--- src/hdl/mrbt_pkg.sv ---
// Shared types, command codes and helpers of the message rate broadcast table.
// Used by the front queue, the table sequencer and the top level.
package mrbt_pkg;

  localparam int TABLE_ENTRIES_DEF = 16;
  localparam int MAX_RESULTS       = 16;
  localparam int MS_PER_SECOND     = 1000;
  localparam int VALUE_BYTES       = 4;
  localparam int PAYLOAD_BYTES     = 8;

  localparam logic [2:0] CMD_REGISTER   = 3'd0;
  localparam logic [2:0] CMD_UNREGISTER = 3'd1;
  localparam logic [2:0] CMD_ENABLE     = 3'd2;
  localparam logic [2:0] CMD_RATE       = 3'd3;
  localparam logic [2:0] CMD_MESSAGE    = 3'd4;
  localparam logic [2:0] CMD_TICK       = 3'd5;

  localparam logic KIND_STATUS = 1'b0;
  localparam logic KIND_FRAME  = 1'b1;

  // One classified input item as it waits in the front queue.
  typedef struct packed {
    logic [2:0]  command;
    logic        bad_cmd;
    logic [31:0] msg_id;
    logic [15:0] rate_hz;
    logic        enable_bit;
    logic [31:0] value;
    logic [63:0] data;
    logic [3:0]  len;
    logic [31:0] time_ms;
  } item_t;

  typedef struct packed {
    logic        kind;
    logic        ok;
    logic [31:0] frame_id;
    logic [3:0]  frame_len;
    logic [63:0] frame_data;
    logic        last;
  } result_t;

  // Float equality: NaN never matches, the two zeros match each other.
  function automatic logic float_equal(input logic [31:0] a, input logic [31:0] b);
    logic a_nan;
    logic b_nan;
    a_nan = (a[30:23] == 8'hFF) && (a[22:0] != 23'd0);
    b_nan = (b[30:23] == 8'hFF) && (b[22:0] != 23'd0);
    if (a_nan || b_nan) begin
      return 1'b0;
    end
    if ((a[30:0] == 31'd0) && (b[30:0] == 31'd0)) begin
      return 1'b1;
    end
    return a == b;
  endfunction

endpackage

--- src/hdl/mrbt_front.sv ---
// Front part: accepts input beats, clamps and masks the message payload,
// and holds classified items in a two-entry queue. Depends on mrbt_pkg.
module mrbt_front (
  input  logic                  clk,
  input  logic                  rst,
  input  logic                  s_tvalid,
  output logic                  s_tready,
  input  logic [2:0]            s_tuser,
  input  logic [151:0]          s_tdata,
  output logic                  q_valid,
  input  logic                  q_ready,
  output mrbt_pkg::item_t       q_item
);
  import mrbt_pkg::*;

  item_t       slot [2];
  logic        wr_ptr;
  logic        rd_ptr;
  logic [1:0]  fill;
  item_t       cls;
  logic [63:0] payload;
  logic [3:0]  raw_len;
  logic        push;
  logic        pop;

  assign payload = s_tdata[112:49];
  assign raw_len = s_tdata[116:113];

  always_comb begin
    cls            = '0;
    cls.command    = s_tuser;
    cls.bad_cmd    = (s_tuser > CMD_TICK);
    cls.msg_id     = s_tdata[31:0];
    cls.rate_hz    = s_tdata[47:32];
    cls.enable_bit = s_tdata[48];
    cls.time_ms    = s_tdata[148:117];
    cls.len        = (raw_len > 4'(PAYLOAD_BYTES)) ? 4'(PAYLOAD_BYTES) : raw_len;
    cls.value      = (cls.len >= 4'(VALUE_BYTES)) ? payload[31:0] : 32'd0;
    for (int b = 0; b < PAYLOAD_BYTES; b++) begin
      cls.data[8*b +: 8] = (4'(b) < cls.len) ? payload[8*b +: 8] : 8'd0;
    end
  end

  assign s_tready = (fill != 2'd2);
  assign q_valid  = (fill != 2'd0);
  assign q_item   = slot[rd_ptr];
  assign push     = s_tvalid && s_tready;
  assign pop      = q_valid && q_ready;

  always_ff @(posedge clk) begin
    if (push) begin
      slot[wr_ptr] <= cls;
    end
    if (rst) begin
      wr_ptr <= 1'b0;
      rd_ptr <= 1'b0;
      fill   <= 2'd0;
    end else begin
      if (push) begin
        wr_ptr <= ~wr_ptr;
      end
      if (pop) begin
        rd_ptr <= ~rd_ptr;
      end
      fill <= fill + 2'(push) - 2'(pop);
    end
  end

endmodule

--- src/hdl/mrbt_back.sv ---
// Back part: the entry table, the scan sequencer (one entry per cycle unless a tick
// frame waits on a stalled output) and the output register. Depends on mrbt_pkg.
module mrbt_back #(
  parameter int TABLE_ENTRIES = mrbt_pkg::TABLE_ENTRIES_DEF
) (
  input  logic              clk,
  input  logic              rst,
  input  logic              broadcast_on,
  input  logic              q_valid,
  output logic              q_ready,
  input  mrbt_pkg::item_t   q_item,
  output logic              m_valid,
  input  logic              m_ready,
  output mrbt_pkg::result_t m_res
);
  import mrbt_pkg::*;

  localparam int IW = (TABLE_ENTRIES > 1) ? $clog2(TABLE_ENTRIES) : 1;
  localparam int CW = $clog2(TABLE_ENTRIES + 1);

  localparam logic [1:0] ST_IDLE  = 2'd0;
  localparam logic [1:0] ST_SCAN  = 2'd1;
  localparam logic [1:0] ST_ACT   = 2'd2;
  localparam logic [1:0] ST_FLUSH = 2'd3;

  logic [31:0] ident   [TABLE_ENTRIES];
  logic        enabled [TABLE_ENTRIES];
  logic [15:0] rate    [TABLE_ENTRIES];
  logic [31:0] sent    [TABLE_ENTRIES];
  logic [31:0] value   [TABLE_ENTRIES];
  logic        has     [TABLE_ENTRIES];

  logic [1:0]    state;
  logic [CW-1:0] count;
  logic [CW-1:0] idx;
  logic [IW-1:0] hit;
  logic          found;
  logic          h_en;
  logic [15:0]   h_rate;
  logic [31:0]   h_val;
  logic          h_has;
  logic [4:0]    nres;
  item_t         cur;
  result_t       pend;
  logic          pend_valid;

  logic [IW-1:0] sel;
  logic [IW-1:0] last_slot;
  logic          at_end;
  logic          out_free;
  logic [31:0]   elapsed;
  logic [26:0]   span;
  logic          due;
  logic          reg_ok;
  logic          emit_msg;

  assign sel       = idx[IW-1:0];
  assign last_slot = IW'(count - CW'(1));
  assign at_end    = (idx >= count);
  assign out_free  = !m_valid || m_ready;
  assign q_ready   = (state == ST_IDLE);

  // Interval test without a divider: elapsed >= floor(1000/rate) holds exactly
  // when (elapsed + 1) * rate > 1000, and always once elapsed reaches 1000.
  assign elapsed = cur.time_ms - sent[sel];
  assign span    = 27'({1'b0, elapsed[9:0]} + 11'd1) * 27'(rate[sel]);
  assign due     = enabled[sel] && (rate[sel] != 16'd0) && has[sel] &&
                   ((elapsed >= 32'(MS_PER_SECOND)) || (span > 27'(MS_PER_SECOND)));

  assign reg_ok   = !found && (count < CW'(TABLE_ENTRIES));
  assign emit_msg = (h_rate == 16'd0) && !(h_has && float_equal(cur.value, h_val));

  always_ff @(posedge clk) begin
    if (out_free) begin
      m_valid <= 1'b0;
    end
    case (state)
      ST_IDLE: begin
        if (q_valid) begin
          cur   <= q_item;
          idx   <= '0;
          found <= 1'b0;
          nres  <= '0;
          if (q_item.bad_cmd) begin
            state <= ST_ACT;
          end else if (((q_item.command == CMD_MESSAGE) || (q_item.command == CMD_TICK))
                       && !broadcast_on) begin
            state <= ST_IDLE;
          end else begin
            state <= ST_SCAN;
          end
        end
      end
      ST_SCAN: begin
        if (cur.command == CMD_TICK) begin
          if (at_end || (nres == 5'(MAX_RESULTS))) begin
            state <= pend_valid ? ST_FLUSH : ST_IDLE;
          end else if (!due) begin
            idx <= idx + CW'(1);
          end else if (!pend_valid || out_free) begin
            if (pend_valid) begin
              m_valid <= 1'b1;
              m_res   <= pend;
            end
            pend            <= '0;
            pend.kind       <= KIND_FRAME;
            pend.ok         <= 1'b1;
            pend.frame_id   <= ident[sel];
            pend.frame_len  <= 4'(VALUE_BYTES);
            pend.frame_data <= {32'd0, value[sel]};
            pend_valid      <= 1'b1;
            sent[sel]       <= cur.time_ms;
            nres            <= nres + 5'd1;
            idx             <= idx + CW'(1);
          end
        end else if (at_end) begin
          state <= ST_ACT;
        end else if (ident[sel] == cur.msg_id) begin
          found  <= 1'b1;
          hit    <= sel;
          h_en   <= enabled[sel];
          h_rate <= rate[sel];
          h_val  <= value[sel];
          h_has  <= has[sel];
          state  <= ST_ACT;
        end else begin
          idx <= idx + CW'(1);
        end
      end
      ST_ACT: begin
        if (out_free) begin
          state   <= ST_IDLE;
          m_valid <= 1'b1;
          m_res   <= '0;
          m_res.kind <= KIND_STATUS;
          m_res.last <= 1'b1;
          if (cur.bad_cmd) begin
            m_res.ok <= 1'b0;
          end else begin
            case (cur.command)
              CMD_REGISTER: begin
                m_res.ok <= reg_ok;
                if (reg_ok) begin
                  ident[count[IW-1:0]]   <= cur.msg_id;
                  enabled[count[IW-1:0]] <= 1'b1;
                  rate[count[IW-1:0]]    <= cur.rate_hz;
                  sent[count[IW-1:0]]    <= 32'd0;
                  value[count[IW-1:0]]   <= 32'd0;
                  has[count[IW-1:0]]     <= 1'b0;
                  count                  <= count + CW'(1);
                end
              end
              CMD_UNREGISTER: begin
                m_res.ok <= found;
                if (found) begin
                  for (int i = 0; i < TABLE_ENTRIES - 1; i++) begin
                    if ((CW'(i) >= CW'(hit)) && (CW'(i + 1) < count)) begin
                      ident[i]   <= ident[i+1];
                      enabled[i] <= enabled[i+1];
                      rate[i]    <= rate[i+1];
                      sent[i]    <= sent[i+1];
                      value[i]   <= value[i+1];
                      has[i]     <= has[i+1];
                    end
                  end
                  ident[last_slot]   <= 32'd0;
                  enabled[last_slot] <= 1'b0;
                  count              <= count - CW'(1);
                end
              end
              CMD_ENABLE: begin
                m_res.ok <= found;
                if (found) begin
                  enabled[hit] <= cur.enable_bit;
                end
              end
              CMD_RATE: begin
                m_res.ok <= found;
                if (found) begin
                  rate[hit] <= cur.rate_hz;
                end
              end
              CMD_MESSAGE: begin
                m_valid <= 1'b0;
                if (found && h_en) begin
                  value[hit] <= cur.value;
                  has[hit]   <= 1'b1;
                  if (emit_msg) begin
                    m_valid          <= 1'b1;
                    m_res.kind       <= KIND_FRAME;
                    m_res.ok         <= 1'b1;
                    m_res.frame_id   <= cur.msg_id;
                    m_res.frame_len  <= cur.len;
                    m_res.frame_data <= cur.data;
                  end
                end
              end
              default: begin
                m_res.ok <= 1'b0;
              end
            endcase
          end
        end
      end
      ST_FLUSH: begin
        if (out_free) begin
          m_valid    <= 1'b1;
          m_res      <= pend;
          m_res.last <= 1'b1;
          pend_valid <= 1'b0;
          state      <= ST_IDLE;
        end
      end
      default: begin
        state <= ST_IDLE;
      end
    endcase
    if (rst) begin
      state      <= ST_IDLE;
      count      <= '0;
      nres       <= '0;
      pend_valid <= 1'b0;
      m_valid    <= 1'b0;
      for (int i = 0; i < TABLE_ENTRIES; i++) begin
        ident[i]   <= 32'd0;
        enabled[i] <= 1'b0;
      end
    end
  end

  assert property (@(posedge clk) disable iff (rst) count <= CW'(TABLE_ENTRIES))
    else $error("entry count beyond table size");

  assert property (@(posedge clk) disable iff (rst) (state == ST_IDLE) |-> !pend_valid)
    else $error("held tick frame left behind");

  assert property (@(posedge clk) disable iff (rst)
      (count == $past(count)) || (count == $past(count) + CW'(1)) ||
      (count + CW'(1) == $past(count)))
    else $error("entry count moved by more than one");

  assert property (@(posedge clk) disable iff (rst) nres <= 5'(MAX_RESULTS))
    else $error("tick produced too many frames");

endmodule

--- src/hdl/message_rate_broadcast_table_core.sv ---
// Top level of the message rate broadcast table: stream ports, the
// configuration register and the front and back parts. Depends on mrbt_pkg.
//
// Each item passes a two-beat input queue, then the back part scans the table
// one entry per clock, except where a tick holds while a frame waits on a
// stalled output. A table command or message scans up to its matching entry,
// a tick all count entries or until it has sent MAX_RESULTS frames; the back
// part takes no new item until it is idle again, so throughput is set by the
// table scan. Command status is one beat with kind 0; frames carry kind 1.
// The last beat caused by an item has tlast set; messages and ticks that send
// nothing produce no beat.
module message_rate_broadcast_table_core #(
  parameter int TABLE_ENTRIES = mrbt_pkg::TABLE_ENTRIES_DEF
) (
  input  logic         clk,
  input  logic         rst,
  input  logic         cfg_valid,
  output logic         cfg_ready,
  input  logic [0:0]   cfg_data,   // broadcast_on
  input  logic         s_tvalid,
  output logic         s_tready,
  input  logic [2:0]   s_tuser,    // command
  input  logic [151:0] s_tdata,    // msg_id, rate_hz, enable_bit, payload, payload_len, time_ms
  output logic         m_tvalid,
  input  logic         m_tready,
  output logic [0:0]   m_tuser,    // kind
  output logic [103:0] m_tdata,    // ok, frame_id, frame_len, frame_data
  output logic         m_tlast
);
  import mrbt_pkg::*;

  logic    broadcast_on;
  logic    q_valid;
  logic    q_ready;
  item_t   q_item;
  result_t res;

  assign cfg_ready = 1'b1;

  always_ff @(posedge clk) begin
    if (rst) begin
      broadcast_on <= 1'b1;
    end else if (cfg_valid) begin
      broadcast_on <= cfg_data[0];
    end
  end

  mrbt_front u_front (
    .clk      (clk),
    .rst      (rst),
    .s_tvalid (s_tvalid),
    .s_tready (s_tready),
    .s_tuser  (s_tuser),
    .s_tdata  (s_tdata),
    .q_valid  (q_valid),
    .q_ready  (q_ready),
    .q_item   (q_item)
  );

  mrbt_back #(
    .TABLE_ENTRIES (TABLE_ENTRIES)
  ) u_back (
    .clk          (clk),
    .rst          (rst),
    .broadcast_on (broadcast_on),
    .q_valid      (q_valid),
    .q_ready      (q_ready),
    .q_item       (q_item),
    .m_valid      (m_tvalid),
    .m_ready      (m_tready),
    .m_res        (res)
  );

  assign m_tuser = res.kind;
  assign m_tlast = res.last;
  assign m_tdata = {3'd0, res.frame_data, res.frame_len, res.frame_id, res.ok};

endmodule
--- config.mk ---
export PLATFORM = sky130hd
export DESIGN_NAME = message_rate_broadcast_table_core
export DESIGN_NICKNAME = d
export VERILOG_FILES = /design/src/hdl/mrbt_pkg.sv /design/src/hdl/mrbt_front.sv /design/src/hdl/mrbt_back.sv /design/src/hdl/message_rate_broadcast_table_core.sv
export SDC_FILE = /design/constraint.sdc
export NUM_CORES = 2
export LEC_CHECK = 0
export ABC_AREA = 1
export BUFFER_PORTS_ARGS = -buffer_cell sky130_fd_sc_hd__buf_4
export CORE_ASPECT_RATIO = 0.75
export CORE_UTILIZATION = 45
export DETAILED_ROUTE_END_ITERATION = 12
export PLACE_DENSITY = 0.72
export SETUP_SLACK_MARGIN = 0.2
export SYNTH_ARGS = -nofsm -noshare
export SYNTH_HDL_FRONTEND = slang
export SYNTH_SLANG_ARGS = --single-unit
--- constraint.sdc ---
create_clock -name clk -period 28.9 [get_ports clk]
set_clock_uncertainty 0.05 [all_clocks]
set_input_delay 2.89 -clock clk [delete_from_list [all_inputs] [get_ports clk]]
set_output_delay 2.89 -clock clk [all_outputs]
set_load 0.02 [all_outputs]
Word level (Yosys, flattened, before mapping):

Memory sizes are Yosys's and may differ from the RTL's. A register that Yosys moved wholly into a read port is not among the register bits.
Cells that the tools add are included.

* flip-flop bits (word level): 431
* bits in writable memories: 2194
* input bits: 161
* output and inout port bits: 109
* word-level logic and storage cells: 838
* memories: 7

Memory list
* u_back.ident: words 16, width 32, rd ports 16, clocked after memory_dff 1, wr ports 17, line mrbt_back.sv:26 `logic [31:0] ident [TABLE_ENTRIES];`
* u_back.sent: words 16, width 32, rd ports 16, clocked after memory_dff 1, wr ports 15, line mrbt_back.sv:29 `logic [31:0] sent [TABLE_ENTRIES];`
* u_back.value: words 16, width 32, rd ports 16, clocked after memory_dff 1, wr ports 15, line mrbt_back.sv:30 `logic [31:0] value [TABLE_ENTRIES];`
* u_front.slot: words 2, width 185, rd ports 1, clocked after memory_dff 1, wr ports 1, line mrbt_front.sv:16 `item_t slot [2];`
* u_back.rate: words 16, width 16, rd ports 16, clocked after memory_dff 1, wr ports 15, line mrbt_back.sv:28 `logic [15:0] rate [TABLE_ENTRIES];`
* u_back.enabled: words 16, width 1, rd ports 16, clocked after memory_dff 1, wr ports 17, line mrbt_back.sv:27 `logic enabled [TABLE_ENTRIES];`
* +1 memories

* add/sub/neg operators: 8
* multiply operators: 1
* order comparisons: 45
* equal/unequal tests: 111
* mux-type cells: 297
* bitwise gates (word level): 261
* reductions and logical operators: 75

Operator list (number)
* $mux 103: 7
* $mux 32: 21
* $pmux 103 s3: 1
* $mux 1: 207
* $mux 102: 2
* $mux 100: 2
* $eq 4x4->1 const B: 45
* $reduce_or 32->1: 5
* $and 1x1->1: 150
* $eq 4x4->1 const A: 30
* $not 1->1: 81
* $mux 4: 18
* $mux 5: 13
* $eq 32x32->1: 2
* $mux 8: 8
* $logic_not 31->1: 2
* $reduce_bool 23->1: 2
* $lt 4x5->1 const A: 8
* $ge 32x10->1 const B: 1
* $mux 16: 2
* $reduce_or 16->1: 2
* $sub 32x32->32: 1
* $or 1x1->1: 30
* $pmux 5 s2: 3
* other kinds (56): 155

Longest topological paths before layout:

* word-level depth: 24
* mapped depth: 65
* gate-level depth less buffers: 56

By module:

A second synthesis with hierarchy kept.

* cells, all modules: 14614
* area total of the unflattened synthesis: 132588.4 um2

Modules (own cells, without submodules)
* mrbt_back: instances 1, cells each 13811, area each 118228.4 um2, seq. area each 64201.6 um2
* mrbt_front: instances 1, cells each 791, area each 14274.9 um2, seq. area each 10730.3 um2
* message_rate_broadcast_table_core: instances 1, cells each 12, area each 85.1 um2, seq. area each 20.0 um2

Worst setup path after synthesis:

Ideal clock, no wire load.

* kind: reg2reg
* from: register (tool-made name)
* to: register u_back.m_res[0] (netlist name), enable pin
* setup time: 0.692 ns
* data arrival time: 15.443 ns
* required time: 28.158 ns
* slack: 12.716 ns
* stages on the path, launching flop included: 58
* buffers on the path: 8
* clock period less this slack: 16.184 ns
* path through: dfxtp_1 > buf_2 > buf_2 > buf_2 > buf_2 > buf_2 > buf_2 > clkbuf_1 > clkbuf_1 > o21ai_0 > nand3_1 > nand3_1 > nand2_1 > ha_1 > inv_1 > fa_1 > inv_1 > nor4_1 > (+22 left out) > nand2_1 > inv_1 > nand2_1 > nor3_1 > nand3_1 > nand3_1 > nand2_1 > nand2_1 > nor2_1 > nand2_1 > nor2_1 > nand3_1 > nand2_1 > nand2_1 > nand3_1 > nand2_1 > inv_1 > nor3_1

RTL lines
* end signal: assignment: line mrbt_back.sv:103 `m_res <= pend;`
* end signal: assignment: line mrbt_back.sv:208 `m_res <= pend;`
* end: declaration: line mrbt_back.sv:14 `output mrbt_pkg::result_t m_res`

==> impl_results.md <==
- Status: finished, final reports clean
- Clk Latency, worst-skew pair: 0.90 ns
- Yosys warns: 0
- Max Cap Violations: 0
- CTS sink cnt: 2,606
- Max incr delay on CP: 0.77 ns
- Cts repair resizes: 0
- Yosys reg bits: 2,606
- Worst Path Arrival: 13.24 ns
- Share of layout cells above drive strength 1: 7.221%
- DRT iter0 DRCs: 17,380
- Slew @ Worst Pin: 1.313 ns
- Highest clock rate: 78.43 MHz
- Area leader, netlist: edfxtp_1
- CP max FO: 56
- Hold EP: u_back.ident[1][11]$_SDFFE_PP0P_
- Hold Buf Count CTS: 0
- Syn_area_per_cell: 8.895 sq um
- WS Path Type: reg2reg
- Worst slew margin: 12.14%
- EDFF count, synth: 2,252
- Largest net degree at the start of global routing: 218
- Crit. End Element: register
- Effective utilization at floorplan: 45.24%
- Top_reg_cell synth: edfxtp_1
- GRT Util Overall: 28.22%
- Grt ovf: 0
- Most numerous cell in the Yosys netlist: nand2_1
- CTS tree: yes
- First-pass GRT wire length: 626,100 um
- Max layer used: met5
- Hold violation total from the final report: 0
- Hold path start: u_back.ident[2][11]$_SDFFE_PP0P_
- Initial antenna violation count: 16
- Post-layout nets: 14,900
- Dpl cell area: 0.1359 sq mm
- # setup viols final: 0
- CTS Buf Count: 274
- Post-DP HPWL: 248,400 um
- Port Buffers: 262
- Worst hold path type: reg2reg
- Met2 wire length: 178,600 um
- Synth unique cells: 62
- Die Wd: 624.7 um
- H-tree depth: 5
- Core Area: 0.2893 sq mm
- GPL Wtd Cong: 0.9613
- Average wire per standard cell: 22.99 um
- Die area: 0.2930 sq mm
- Final Non-Filler Cells: 18,600
- Crit-path most repeated cell: nand2_1
- Final core occ: 50.00%
- ANT nets after route: 0
- Share of the synthesized area in the top cell type: 51.68%
- Die height: 469.0 um
- Post-Syn Instances: 14,710
- Postcts setup bufs: 0
- Inst Count DP: 18,110
- Design area: 0.1446 sq mm
- TNS Setup: 0 ns
- Clk root buf: clkbuf_16
- Crit path time final: 12.75 ns
- R2r setup slk: 16.15 ns
- Reg-to-reg endpoint: u_back.pend[1]$_DFFE_PP_
- Data required time at the worst endpoint: 29.39 ns
- Fin. max-slew vios: 0
- Vias: 108,200
- Ports: 270
- Reg2Reg Depth: 40
- Sequential share of the synthesized area: 57.10%
- DRC viols: 0
- Hold depth: 2
- Syn Std Cell Area: 0.1309 sq mm
- Ys async rst share: 0%
- Area growth, synth to finish: 10.54%
- Worst setup SP type: register
- Crit share post-route: 44.12%
- Met3 Wirelength: 63,140 um
- Metal-1 WL: 167,300 um
- Clk slew on worst S/H paths: 0.07 ns
- Row cnt: 171
- RSZ-0062 raised after global routing: false
- Vias per inst: 5.816
- Number of global-route vias before repair: 98,180
- Max Root-Sink Buffers: 4
- Synth cell count leaders: nand2_1, edfxtp_1, o21ai_0
- Drt first pass iters: 8
- Routed WL: 427,700 um
- Top cells by area, synth: edfxtp_1, nand2_1, o21ai_0
- Slowest cell on the critical path: ha_1
## flip-flops by register name, summed over array words and instances (netlist names), 2 cells and up, named ones only
register	flops
u_back.ident	512
u_back.idx	5
u_back.rate	256
u_back.state	2
u_back.nres	5
u_back.value	512
u_back.sent	512
u_back.h_val	32
u_back.h_rate	16
u_back.has	16
u_back.m_res	103
u_back.count	5
u_back.cur	177
u_front.slot	354
u_back.enabled	16
u_front.fill	2
u_back.hit	4
u_back.pend	64
## kinds of logic after synthesis
kind of cell / after synthesis / synth area share [%]
buffers and inverters: 2472 / 7.394
flip-flops: 2606 / 57.10
other: 2 / 0.005739
XOR/XNOR: 88 / 0.6034
AO/OA/AOI/OAI: 3299 / 13.48
adder cells (fa/ha/maj): 240 / 3.018
AND/OR/NAND/NOR: 6003 / 18.40
## how the worst max path moves through the flow
| stage | start | to | slack, ns |
|---|---|---|---|
| after CTS | register | u_back.pend[28]$_DFFE_PP_ | 16.48 |
| after floorplan | register | u_back.m_res[0]$_DFFE_PP_ | 12.72 |
| after detailed placement | register | u_back.pend[3]$_DFFE_PP_ | 16.48 |
| after global placement | register | u_back.pend[1]$_DFFE_PP_ | 16.47 |
| final | register | u_back.pend[1]$_DFFE_PP_ | 16.15 |
| after global routing | register | u_back.pend[28]$_DFFE_PP_ | 15.48 |
## layer usage
| metal | global-route usage [%] | up-vias |
|---|---|---|
| met2 | 41.32 | 7697 |
| met1 | 39.97 | 50540 |
| met5 | 0 | - |
| li1 | - | 48820 |
| met3 | 7.554 | 1135 |
| met4 | 10.80 | 8 |
## area by class of cell
| cell class | count | area, sq um |
|---|---|---|
| clock buffers | 344 | 7443 |
| inverters | 1533 | 5827 |
| fillers | 26260 | 144600 |
| multi-input cells | 9634 | 47010 |
| repair buffers | 447 | 3468 |
| clock inverters | 143 | 1280 |
| flip-flops and latches | 2606 | 74730 |
| well taps | 3892 | 4870 |
| diodes | 4 | 10.01 |
## through the flow
step / hold WS, ns / worst slack (ns)
after CTS: 0.3769 / 16.48
after global routing: 0.4128 / 15.48
after detailed placement: 0.3870 / 16.48
final: 0.3840 / 16.15
after global placement: 0.3723 / 16.47
after floorplan: 0.3744 / 12.72
## cell usage in the layout, fill, tap and decap left out, types with 45 or more instances in the layout
cell type and count:
clkbuf_16 285, xor2_1 45, dfxtp_1 349, nand3_1 647, edfxtp_1 2252, a21oi_1 793
buf_4 438, fa_1 126, clkinv_1 45, ha_1 114, a31oi_1 101, nand4_1 56
o21ai_0 1933, nor2_1 932, o211ai_1 123, clkbuf_1 50, inv_1 1478, o221ai_1 89
clkinv_2 51, nand2_1 4180, o21ai_1 99
## worst max-delay path: cells and delay by family, from the launching register on
family                   cells  cell delay (ns)
AO/OA/AOI/OAI                2             0.21
buffers and inverters       11             3.75
AND/OR/NAND/NOR             18             2.91
flip-flops                   1             0.69
adder cells (fa/ha/maj)      8             3.85
XOR/XNOR                     1             0.72
Power is left out: the tool's default activity adds up to more than one toggle a clock period on the data nets, which glitch-free logic cannot reach.
